$ cat config.mk
export PLATFORM = sky130hd
export DESIGN_NAME = node_run_mode_controller
export DESIGN_NICKNAME = d
export VERILOG_FILES = /design/src/nrm_pkg.sv /design/src/nrm_step.sv /design/src/node_run_mode_controller.sv
export SDC_FILE = /design/constraint.sdc
export NUM_CORES = 1
export LEC_CHECK = 0
export ABC_AREA = 1
export BUFFER_PORTS_ARGS = -buffer_cell sky130_fd_sc_hd__buf_2
export CORE_UTILIZATION = 50
export DETAILED_ROUTE_END_ITERATION = 8
export HOLD_SLACK_MARGIN = 0.12
export PLACE_DENSITY = 0.75
export SLEW_MARGIN = 25
export SYNTH_ARGS = -nofsm -noshare
export SYNTH_HDL_FRONTEND = slang
export SYNTH_SLANG_ARGS = --single-unit
export TNS_END_PERCENT = 50
$ cat constraint.sdc
create_clock -name clk -period 5.1 [get_ports clk]
set_input_delay 1.02 -clock clk [delete_from_list [all_inputs] [get_ports clk]]
set_output_delay 1.02 -clock clk [all_outputs]
set_load 0.03 [all_outputs]
$ cat src/nrm_pkg.sv
// ----------------------------------------------------------------------------
// nrm_pkg: shared types and codes for the node run mode controller
// Mode encoding, item kinds, command and error codes, item and result types.
// ----------------------------------------------------------------------------
package nrm_pkg;

    localparam int ID_W         = 16;
    localparam int ID_BITS_DEF  = 16;
    localparam int TAG_W        = 16;
    localparam int KIND_W       = 2;
    localparam int CODE_W       = 4;
    localparam int ERR_W        = 3;
    localparam int MODE_W       = 3;

    typedef enum logic [4:0] {
        ST_STOPPED    = 5'b00001,
        ST_RUNNING    = 5'b00010,
        ST_ESTOP      = 5'b00100,
        ST_RECOVERING = 5'b01000,
        ST_ERROR      = 5'b10000
    } mode_t;

    localparam logic [MODE_W-1:0] MODE_STOPPED    = 3'd0;
    localparam logic [MODE_W-1:0] MODE_RUNNING    = 3'd1;
    localparam logic [MODE_W-1:0] MODE_ESTOP      = 3'd2;
    localparam logic [MODE_W-1:0] MODE_RECOVERING = 3'd3;
    localparam logic [MODE_W-1:0] MODE_ERROR      = 3'd4;

    localparam logic [KIND_W-1:0] KIND_COMMAND = 2'd0;
    localparam logic [KIND_W-1:0] KIND_CAMERA  = 2'd1;
    localparam logic [KIND_W-1:0] KIND_CONSUME = 2'd2;

    localparam logic [CODE_W-1:0] CMD_START    = 4'd0;
    localparam logic [CODE_W-1:0] CMD_RESTART  = 4'd1;
    localparam logic [CODE_W-1:0] CMD_STOP     = 4'd2;
    localparam logic [CODE_W-1:0] CMD_ESTOP    = 4'd3;
    localparam logic [CODE_W-1:0] CMD_RECOVERY = 4'd4;
    localparam logic [CODE_W-1:0] CMD_INIT     = 4'd5;
    localparam logic [CODE_W-1:0] CMD_STATUS   = 4'd6;

    localparam logic [ERR_W-1:0] ERR_NONE        = 3'd0;
    localparam logic [ERR_W-1:0] ERR_TARGET      = 3'd1;
    localparam logic [ERR_W-1:0] ERR_STATE       = 3'd2;
    localparam logic [ERR_W-1:0] ERR_CAMERA      = 3'd3;
    localparam logic [ERR_W-1:0] ERR_UNSUPPORTED = 3'd4;

    typedef struct packed {
        mode_t mode;
        logic  camera_ok;
        logic  reset_pending;
    } ctl_state_t;

    typedef struct packed {
        logic [KIND_W-1:0] cmd;
        logic [CODE_W-1:0] command_code;
        logic [ID_W-1:0]   target_id;
        logic              target_broadcast;
        logic [TAG_W-1:0]  request_tag;
        logic              camera_up;
    } item_t;

    typedef struct packed {
        logic [TAG_W-1:0]  request_echo;
        logic              rejected;
        logic [ERR_W-1:0]  error_kind;
        logic              flush_work;
        logic [MODE_W-1:0] mode_now;
        logic              processing_on;
        logic              reset_was_pending;
    } result_t;

    function automatic logic [MODE_W-1:0] mode_code(input mode_t m);
        logic [MODE_W-1:0] c;
        c = MODE_STOPPED;
        unique case (m)
            ST_STOPPED:    c = MODE_STOPPED;
            ST_RUNNING:    c = MODE_RUNNING;
            ST_ESTOP:      c = MODE_ESTOP;
            ST_RECOVERING: c = MODE_RECOVERING;
            ST_ERROR:      c = MODE_ERROR;
            default:       c = MODE_STOPPED;
        endcase
        return c;
    endfunction

endpackage

$ cat src/nrm_step.sv
// ----------------------------------------------------------------------------
// nrm_step: mode transition logic
// Computes the next controller state and the result for one item.
// ----------------------------------------------------------------------------
module nrm_step
    import nrm_pkg::*;
#(
    parameter int ID_BITS = ID_BITS_DEF
)
(
    input  ctl_state_t                                  cur,
    input  item_t                                       item,
    input  logic [((ID_BITS < ID_W) ? ID_BITS : ID_W)-1:0] node_id,
    output ctl_state_t                                  nxt,
    output result_t                                     res
);

    localparam int CMP_BITS = (ID_BITS < ID_W) ? ID_BITS : ID_W;

    logic             hit;
    logic             rej;
    logic [ERR_W-1:0] err;
    logic             clr;
    logic             was;

    assign hit = item.target_broadcast || (item.target_id[CMP_BITS-1:0] == node_id);

    always_comb
    begin
        nxt = cur;
        rej = 1'b0;
        err = ERR_NONE;
        clr = 1'b0;
        was = 1'b0;
        unique case (item.cmd) inside
            KIND_COMMAND:
            begin
                if (!hit)
                begin
                    rej = 1'b1;
                    err = ERR_TARGET;
                end
                else
                begin
                    unique case (item.command_code) inside
                        CMD_START, CMD_RESTART:
                        begin
                            if (cur.mode == ST_RUNNING)
                            begin
                            end
                            else if (cur.mode != ST_STOPPED)
                            begin
                                rej = 1'b1;
                                err = ERR_STATE;
                            end
                            else if (!cur.camera_ok)
                            begin
                                rej = 1'b1;
                                err = ERR_CAMERA;
                            end
                            else
                            begin
                                nxt.mode = ST_RUNNING;
                            end
                        end
                        CMD_STOP:
                        begin
                            if (cur.mode == ST_STOPPED)
                            begin
                            end
                            else if (cur.mode != ST_RUNNING)
                            begin
                                rej = 1'b1;
                                err = ERR_STATE;
                            end
                            else
                            begin
                                nxt.mode = ST_STOPPED;
                                clr      = 1'b1;
                            end
                        end
                        CMD_ESTOP:
                        begin
                            nxt.mode = ST_ESTOP;
                            clr      = 1'b1;
                        end
                        CMD_RECOVERY:
                        begin
                            if (cur.mode == ST_RECOVERING)
                            begin
                            end
                            else if (cur.mode != ST_ESTOP && cur.mode != ST_ERROR)
                            begin
                                rej = 1'b1;
                                err = ERR_STATE;
                            end
                            else
                            begin
                                nxt.mode          = ST_RECOVERING;
                                nxt.camera_ok     = 1'b0;
                                nxt.reset_pending = 1'b1;
                                clr               = 1'b1;
                            end
                        end
                        CMD_INIT:
                        begin
                            if (cur.mode == ST_STOPPED)
                            begin
                            end
                            else if (cur.mode != ST_RECOVERING)
                            begin
                                rej = 1'b1;
                                err = ERR_STATE;
                            end
                            else if (!cur.camera_ok)
                            begin
                                rej = 1'b1;
                                err = ERR_CAMERA;
                            end
                            else
                            begin
                                nxt.mode = ST_STOPPED;
                                clr      = 1'b1;
                            end
                        end
                        CMD_STATUS:
                        begin
                        end
                        default:
                        begin
                            rej = 1'b1;
                            err = ERR_UNSUPPORTED;
                        end
                    endcase
                end
            end
            KIND_CAMERA:
            begin
                nxt.camera_ok = item.camera_up;
                if (!item.camera_up && cur.mode == ST_RUNNING)
                begin
                    nxt.mode = ST_ERROR;
                end
            end
            KIND_CONSUME:
            begin
                was               = cur.reset_pending;
                nxt.reset_pending = 1'b0;
            end
            default:
            begin
            end
        endcase
    end

    always_comb
    begin
        res.request_echo      = item.request_tag;
        res.rejected          = rej;
        res.error_kind        = err;
        res.flush_work        = clr;
        res.mode_now          = mode_code(nxt.mode);
        res.processing_on     = (nxt.mode == ST_RUNNING) && nxt.camera_ok;
        res.reset_was_pending = was;
    end

endmodule

$ cat src/node_run_mode_controller.sv
// ----------------------------------------------------------------------------
// node_run_mode_controller: operating-mode controller for a processing node
// Input register, transition logic against the mode state, result register.
//
//   channel | handshake            | payload
//   in      | in_valid / in_ready  | cmd, command_code, target_id,
//           |                      | target_broadcast, request_tag, camera_up
//   out     | out_valid/ out_ready | request_echo, rejected, error_kind,
//           |                      | flush_work, mode_now, processing_on,
//           |                      | reset_was_pending
//   cfg     | cfg_valid/ cfg_ready | cfg_data (node_id)
//
// One item per cycle while the result is not stalled; results are registered.
// The state updates when an item moves from the input register to the
// result register. Reset: stopped, camera down, no reset request, node_id 0.
// A stalled result holds the input register; in_ready drops once both fill.
// ----------------------------------------------------------------------------
module node_run_mode_controller
    import nrm_pkg::*;
#(
    parameter int ID_BITS = ID_BITS_DEF
)
(
    input  logic              clk,
    input  logic              rst_n,
    input  logic              cfg_valid,
    output logic              cfg_ready,
    input  logic [ID_W-1:0]   cfg_data,
    input  logic              in_valid,
    output logic              in_ready,
    input  logic [KIND_W-1:0] cmd,
    input  logic [CODE_W-1:0] command_code,
    input  logic [ID_W-1:0]   target_id,
    input  logic              target_broadcast,
    input  logic [TAG_W-1:0]  request_tag,
    input  logic              camera_up,
    output logic              out_valid,
    input  logic              out_ready,
    output logic [TAG_W-1:0]  request_echo,
    output logic              rejected,
    output logic [ERR_W-1:0]  error_kind,
    output logic              flush_work,
    output logic [MODE_W-1:0] mode_now,
    output logic              processing_on,
    output logic              reset_was_pending
);

    localparam int CMP_BITS = (ID_BITS < ID_W) ? ID_BITS : ID_W;

    logic [CMP_BITS-1:0] node_id_reg;
    ctl_state_t          state_reg;
    ctl_state_t          state_next;
    logic                hold_valid_reg;
    item_t               hold_reg;
    logic                res_valid_reg;
    result_t             res_reg;
    result_t             res_next;
    logic                advance;

    assign cfg_ready = 1'b1;
    assign advance   = hold_valid_reg && (!res_valid_reg || out_ready);
    assign in_ready  = !hold_valid_reg || advance;

    always_ff @(posedge clk or negedge rst_n)
    begin
        if (!rst_n)
        begin
            node_id_reg <= '0;
        end
        else if (cfg_valid && cfg_ready)
        begin
            node_id_reg <= cfg_data[CMP_BITS-1:0];
        end
    end

    always_ff @(posedge clk or negedge rst_n)
    begin
        if (!rst_n)
        begin
            hold_valid_reg <= 1'b0;
        end
        else if (in_ready)
        begin
            hold_valid_reg <= in_valid;
        end
    end

    always_ff @(posedge clk)
    begin
        if (in_valid && in_ready)
        begin
            hold_reg.cmd              <= cmd;
            hold_reg.command_code     <= command_code;
            hold_reg.target_id        <= target_id;
            hold_reg.target_broadcast <= target_broadcast;
            hold_reg.request_tag      <= request_tag;
            hold_reg.camera_up        <= camera_up;
        end
    end

    nrm_step #(
        .ID_BITS (ID_BITS)
    ) u_step (
        .cur     (state_reg),
        .item    (hold_reg),
        .node_id (node_id_reg),
        .nxt     (state_next),
        .res     (res_next)
    );

    always_ff @(posedge clk or negedge rst_n)
    begin
        if (!rst_n)
        begin
            state_reg.mode          <= ST_STOPPED;
            state_reg.camera_ok     <= 1'b0;
            state_reg.reset_pending <= 1'b0;
            res_valid_reg           <= 1'b0;
        end
        else
        begin
            if (advance)
            begin
                state_reg <= state_next;
            end
            if (advance)
            begin
                res_valid_reg <= 1'b1;
            end
            else if (out_ready)
            begin
                res_valid_reg <= 1'b0;
            end
        end
    end

    always_ff @(posedge clk)
    begin
        if (advance)
        begin
            res_reg <= res_next;
        end
    end

    assign out_valid         = res_valid_reg;
    assign request_echo      = res_reg.request_echo;
    assign rejected          = res_reg.rejected;
    assign error_kind        = res_reg.error_kind;
    assign flush_work        = res_reg.flush_work;
    assign mode_now          = res_reg.mode_now;
    assign processing_on     = res_reg.processing_on;
    assign reset_was_pending = res_reg.reset_was_pending;

    a_mode_onehot: assert property (@(posedge clk) disable iff (!rst_n)
        $onehot(state_reg.mode))
        else $error("mode state not one-hot");

    a_reject_kind: assert property (@(posedge clk) disable iff (!rst_n)
        out_valid |-> (rejected == (error_kind != ERR_NONE)))
        else $error("rejected flag and error kind disagree");

    a_proc_running: assert property (@(posedge clk) disable iff (!rst_n)
        (out_valid && processing_on) |-> (mode_now == MODE_RUNNING))
        else $error("processing enabled outside running mode");

    a_stall_only: assert property (@(posedge clk) disable iff (!rst_n)
        !in_ready |-> (hold_valid_reg && res_valid_reg && !out_ready))
        else $error("input stalled without a blocked result");

endmodule

=== After elaboration in Yosys (flattened, before gate mapping) ===
Index checks and enable logic that the tools add are counted.

* Muxes and demuxes: 49
* Eq/ne operators: 25
* Reductions and logical operators: 19

{| class="wikitable"
|+ Operator list
! operator !! count
|-
| $mux 5 || 9
|-
| $pmux 5 s5 || 1
|-
| $mux 7 || 3
|-
| $mux 1 || 20
|-
| $eq 16x16->1 || 1
|-
| $mux 3 || 5
|-
| $pmux 3 s5 || 1
|-
| $eq 4x3->1 const B || 3
|-
| $pmux 3 s4 || 1
|-
| $pmux 6 s2 || 1
|-
| $eq 5x2->1 const B || 2
|-
| $eq 5x4->1 const B || 2
|-
| $mux 2 || 5
|-
| $eq 4x2->1 const B || 2
|-
| $ne 2x2->1 const B || 3
|-
| $reduce_and 6->1 || 1
|-
| $eq 5x1->1 const B || 1
|-
| $eq 5x3->1 const B || 1
|-
| $eq 5x5->1 const B || 1
|-
| $logic_and 1x1->1 || 5
|-
| $ne 5x1->1 const B || 1
|-
| $ne 5x2->1 const B || 1
|-
| $ne 5x3->1 const B || 1
|-
| $ne 5x4->1 const B || 1
|-
| other kinds (15) || 21
|}

* Output and inout bits: 29
* Logic and storage cells: 113
* Input bits: 61
* Bits in registers: 91

=== Logic depth before layout (Yosys ltp) ===
* Word-level depth: 9
* Mapped depth: 17
* Depth with buffers taken out: 17

=== Hierarchy ===
From an unflattened synthesis, not the netlist that was laid out.

* Cell total of the unflattened synthesis: 414
* Area total of the unflattened synthesis: 4,111.4 µm²

{| class="wikitable"
|+ Modules (own cells, without submodules)
! module !! times used !! cells each !! area each (µm²) !! sequential area each (µm²)
|-
| node_run_mode_controller || 1 || 175 || 2,970.3 || 2,608.8
|-
| nrm_step || 1 || 239 || 1,141.1 || 0.0
|}

=== Least setup slack after synthesis ===
No wires, ideal clock.

* Path type: input port to flip-flop
* From: in out_ready
* To: reg hold_reg[0] (netlist bit) (enable)
* Arrival: 2.247 ns
* Data required time: 4.706 ns
* Buffers on the path: 0
* Setup slack: 2.459 ns
* Stages on the path: 4
* Library setup time: 0.394 ns
* Cells stage by stage: inv_1 > nand3_1 > nand2_1 > inv_1

* Cells in the longest elaborated chain, start to end: 4

{| class="wikitable"
|+ RTL lines
! element !! RTL line !! source
|-
| from (decl) || node_run_mode_controller.sv:38 || <nowiki>input logic out_ready,</nowiki>
|-
| $logic_or 1x1->1 || node_run_mode_controller.sv:61 || <nowiki>assign advance = hold_valid_reg && (!res_valid_reg || out_ready);</nowiki>
|-
| $logic_and 1x1->1 || node_run_mode_controller.sv:61 ||
|-
| $logic_or 1x1->1 || node_run_mode_controller.sv:62 || <nowiki>assign in_ready = !hold_valid_reg || advance;</nowiki>
|-
| named net in_ready || node_run_mode_controller.sv:30 || <nowiki>output logic in_ready,</nowiki>
|-
| $logic_and 1x1->1 || node_run_mode_controller.sv:90 || <nowiki>if (in_valid && in_ready)</nowiki>
|-
| to (decl) || node_run_mode_controller.sv:54 || <nowiki>item_t hold_reg;</nowiki>
|}

The timed path passes the listed nets, and every way through them passes these cells.
A chain may end at the register's enable or synchronous reset.

=== Worst setup path in the final report ===
* From: in out_ready
* To: out in_ready

* Cells in the longest elaborated chain, start to end: 3

{| class="wikitable"
|+ RTL lines
! element !! RTL line
|-
| $logic_or 1x1->1 || node_run_mode_controller.sv:61
|-
| $logic_and 1x1->1 || node_run_mode_controller.sv:61
|-
| $logic_or 1x1->1 || node_run_mode_controller.sv:62
|-
| to (decl) || node_run_mode_controller.sv:30
|}

No other way between the ends.

==> metrics.txt <==
status finished clean; final setup vio count 0; GR Util All Layers 18.7%; CP arrival about 1.5 ns; clock buffer depth 2; postcts setup bufs 0; sequential element share of the synthesized area 64.5%; Initial Utilization a little over half; switch share 35.0%; CTS tree built; global-route wire length before repair between 10000 and 15000 um; gp weighted congestion between 0.8 and 0.9; proportion of layout cells with a drive suffix above 1 about 29%; Die Width 92.0 um; Final TNS setup 0 ns; cts bufs inserted 9; vias in the first global route around 2.8k; power density over the cells 402 nW/um^2; Worst setup EP type output port; Post-DP Area ~4600 sq um; initial antenna violation count 0; logic gate share of total power between 20 and 30%; final core occ between 60% and 70%; CP startpoint kind input port; Routed Antenna Nets 0; Core Box Area about 7800 sq um; grt met2 use around 30%; clock root buffer clkbuf_8; Avg Inst Size Synth 10.1 sq um; Multi-input gate area ~1200 sq um; Final Instance Area around 4800 sq um; Post-Place Worst Slack 2.20 ns; yosys warns 0; Slew Limit Fails 0; Seq pwr share 51.0%; Ports 90; H-Tree Depth 3; crit path time final roughly 2.5 ns; CTS resizes 0; Worst Max-Slew Pin Slew 0.775 ns; post-route clock period utilization between 40% and 50%; Fillers ~650; GR Layer Usage met1 between 20% and 30%; power share of the clock group 23.5%; maximum vdd drop 0.000224 V; clk slew on worst S/H paths around 0.1 ns; Area growth syn-to-layout 17.6%; Pint 0.00124 W; Vias roughly 2.9k; GR Util met3 5.39%; critical path type input port to output port; Skew-Pair Late Insertion Delay approximately 0.36 ns; Post-Syn Area a little over 4000 sq um; final layout net count around 560; routed len/inst approximately 12 um; Die Footprint 8460 sq um; synthesized instance count ~400; Total Wirelength a little over 7000 um; DIE HEIGHT 92.0 um; PnR worst setup slack 2.61 ns; grt ovf 0; diode count 0; hold_buf cts 0; Synth cell types 36; Psw 0.000670 W; Yosys reg bits 91; largest net degree at the start of global routing 41; fmax about 400 MHz; row count 32; max reg flops 40; Remaining DRCs 0; clk sink count 91; Initial DRT Pass Iterations 4; Critical Path RT 4.08 ns; sequential cell area about 2600 sq um; Via density just under 5; Hold Fails Final Rpt 0; min-delay worst type flop to flop; post-DP HPWL around 5200 um; Top Usage Layer GRT met2; port buffer count between 80 and 90; LEAKAGE between 2 and 2.5 nW; Slew HR 48.1%; clk_skew roughly 0.013 ns; DRT iter0 DRCs 176; crit-path max FO 3; Post-Syn Nets 463; unrepaired setup endpoints after global routing false; Max Cap Viol 0
-- placed cells by master, fill, tap and decap left out, drive strengths merged --
cell,count
a21oi,2
a311oi,1
a31oi,4
and2,1
buf,89
clkbuf,9
clkinv,3
clkinvlp,2
conb,1
dfrtp,24
dfstp,1
edfxtp,66
inv,64
mux2,1
nand2,125
nand3,25
nand4,7
nor2,44
nor3,2
nor3b,1
o211ai,1
o21ai,23
o22ai,1
o31ai,1
o41ai,1
xor2,1
-- power by group through the flow --
stage,combinational [W],clock (W),sequential [W]
after floorplan,0.000322,0,0.00103
after global placement,0.000480,0,0.000988
after detailed placement,0.000487,0,0.000991
after CTS,0.000488,0.000460,0.000975
after global routing,0.000548,0.000489,0.000988
final,0.000487,0.000449,0.000976
-- metal layers --
| layer | part of all wire, % | vias up |
|---|---|---|
| li1 | - | 1491 |
| met1 | 44 | 1321 |
| met2 | 49 | 75 |
| met3 | 5.7 | 12 |
| met4 | 1.6 | 0 |
| met5 | 0 | - |
-- worst max-delay path, stage by stage --
cell and delay, ns:
buf_2 0.10, inv_1 0.06, nand3_1 0.10, buf_2 0.20
-- cell usage after synthesis (all sizes together) --
| cell | n | share of area (%) |
|---|---|---|
| nand2 | 125 | 13 |
| buf | 4 | 0.83 |
| conb | 1 | 0.093 |
| xor2 | 1 | 0.22 |
| a311oi | 1 | 0.22 |
| mux2 | 1 | 0.28 |
| dfrtp | 24 | 15 |
| a21oi | 2 | 0.25 |
| o31ai | 1 | 0.19 |
| o22ai | 1 | 0.15 |
| inv | 60 | 5.6 |
| nor2 | 44 | 5.4 |
| nand3 | 25 | 3.3 |
| and2 | 1 | 0.15 |
| nor3b | 1 | 0.19 |
| o41ai | 1 | 0.22 |
| nand4 | 7 | 1.2 |
| o21ai | 23 | 2.8 |
| nor3 | 2 | 0.37 |
| o211ai | 1 | 0.19 |
| dfstp | 1 | 0.65 |
| a31oi | 4 | 0.62 |
| clkbuf | 3 | 0.28 |
| clkinv | 2 | 0.19 |
| edfxtp | 66 | 49 |
-- stage by stage --
step / hold WS (ns) / total power (W) / cells
floorplan: 0.400 / 0.00135 / 402
global placement: 0.401 / 0.00147 / 586
detailed placement: 0.405 / 0.00148 / 586
CTS: 0.425 / 0.00192 / 602
global route: 0.432 / 0.00203 / 602
finish: 0.425 / 0.00191 / 602
-- worst paths after layout --
check / from / to / slack, ns / depth (start not counted)
setup / recovery: out_ready / in_ready / 2.61 / 4
hold / removal: hold_reg[15]$_DFFE_PP_ / request_echo[14]$_DFFE_PP_ / 0.42 / 0
setup reg to reg: hold_reg[39]$_DFFE_PP_ / mode_now[0]$_DFFE_PP_ / 3.00 / 9
hold reg to reg: hold_reg[15]$_DFFE_PP_ / request_echo[14]$_DFFE_PP_ / 0.42 / 0
max in group asynchronous: rst_n / node_id_reg[6]$_DFFE_PN0P_ / 4.03 / 1
min in group asynchronous: rst_n / out_valid$_DFFE_PN0P_ / 0.66 / 1
-- cell type report --
class                      count  share of cell area, %
tap                          102                   2.68
inverter                      62                   4.89
timing repair buffer          89                   9.41
multi-input combinational    242                   24.4
clock buffer                   9                   2.60
sequential                    91                   54.8
clock inverter                 7                   1.24
-- logic make-up after synthesis --
logic type / share of synthesized area, %
AOI/OAI and AO/OA: 4.67
other: 0.0927
and+or+nand+nor: 23.4
DFF: 64.5
muxes: 0.278
buffers and inverters: 6.86
xor gates and xnor gates: 0.216
Power figures use the tool's default switching activity.
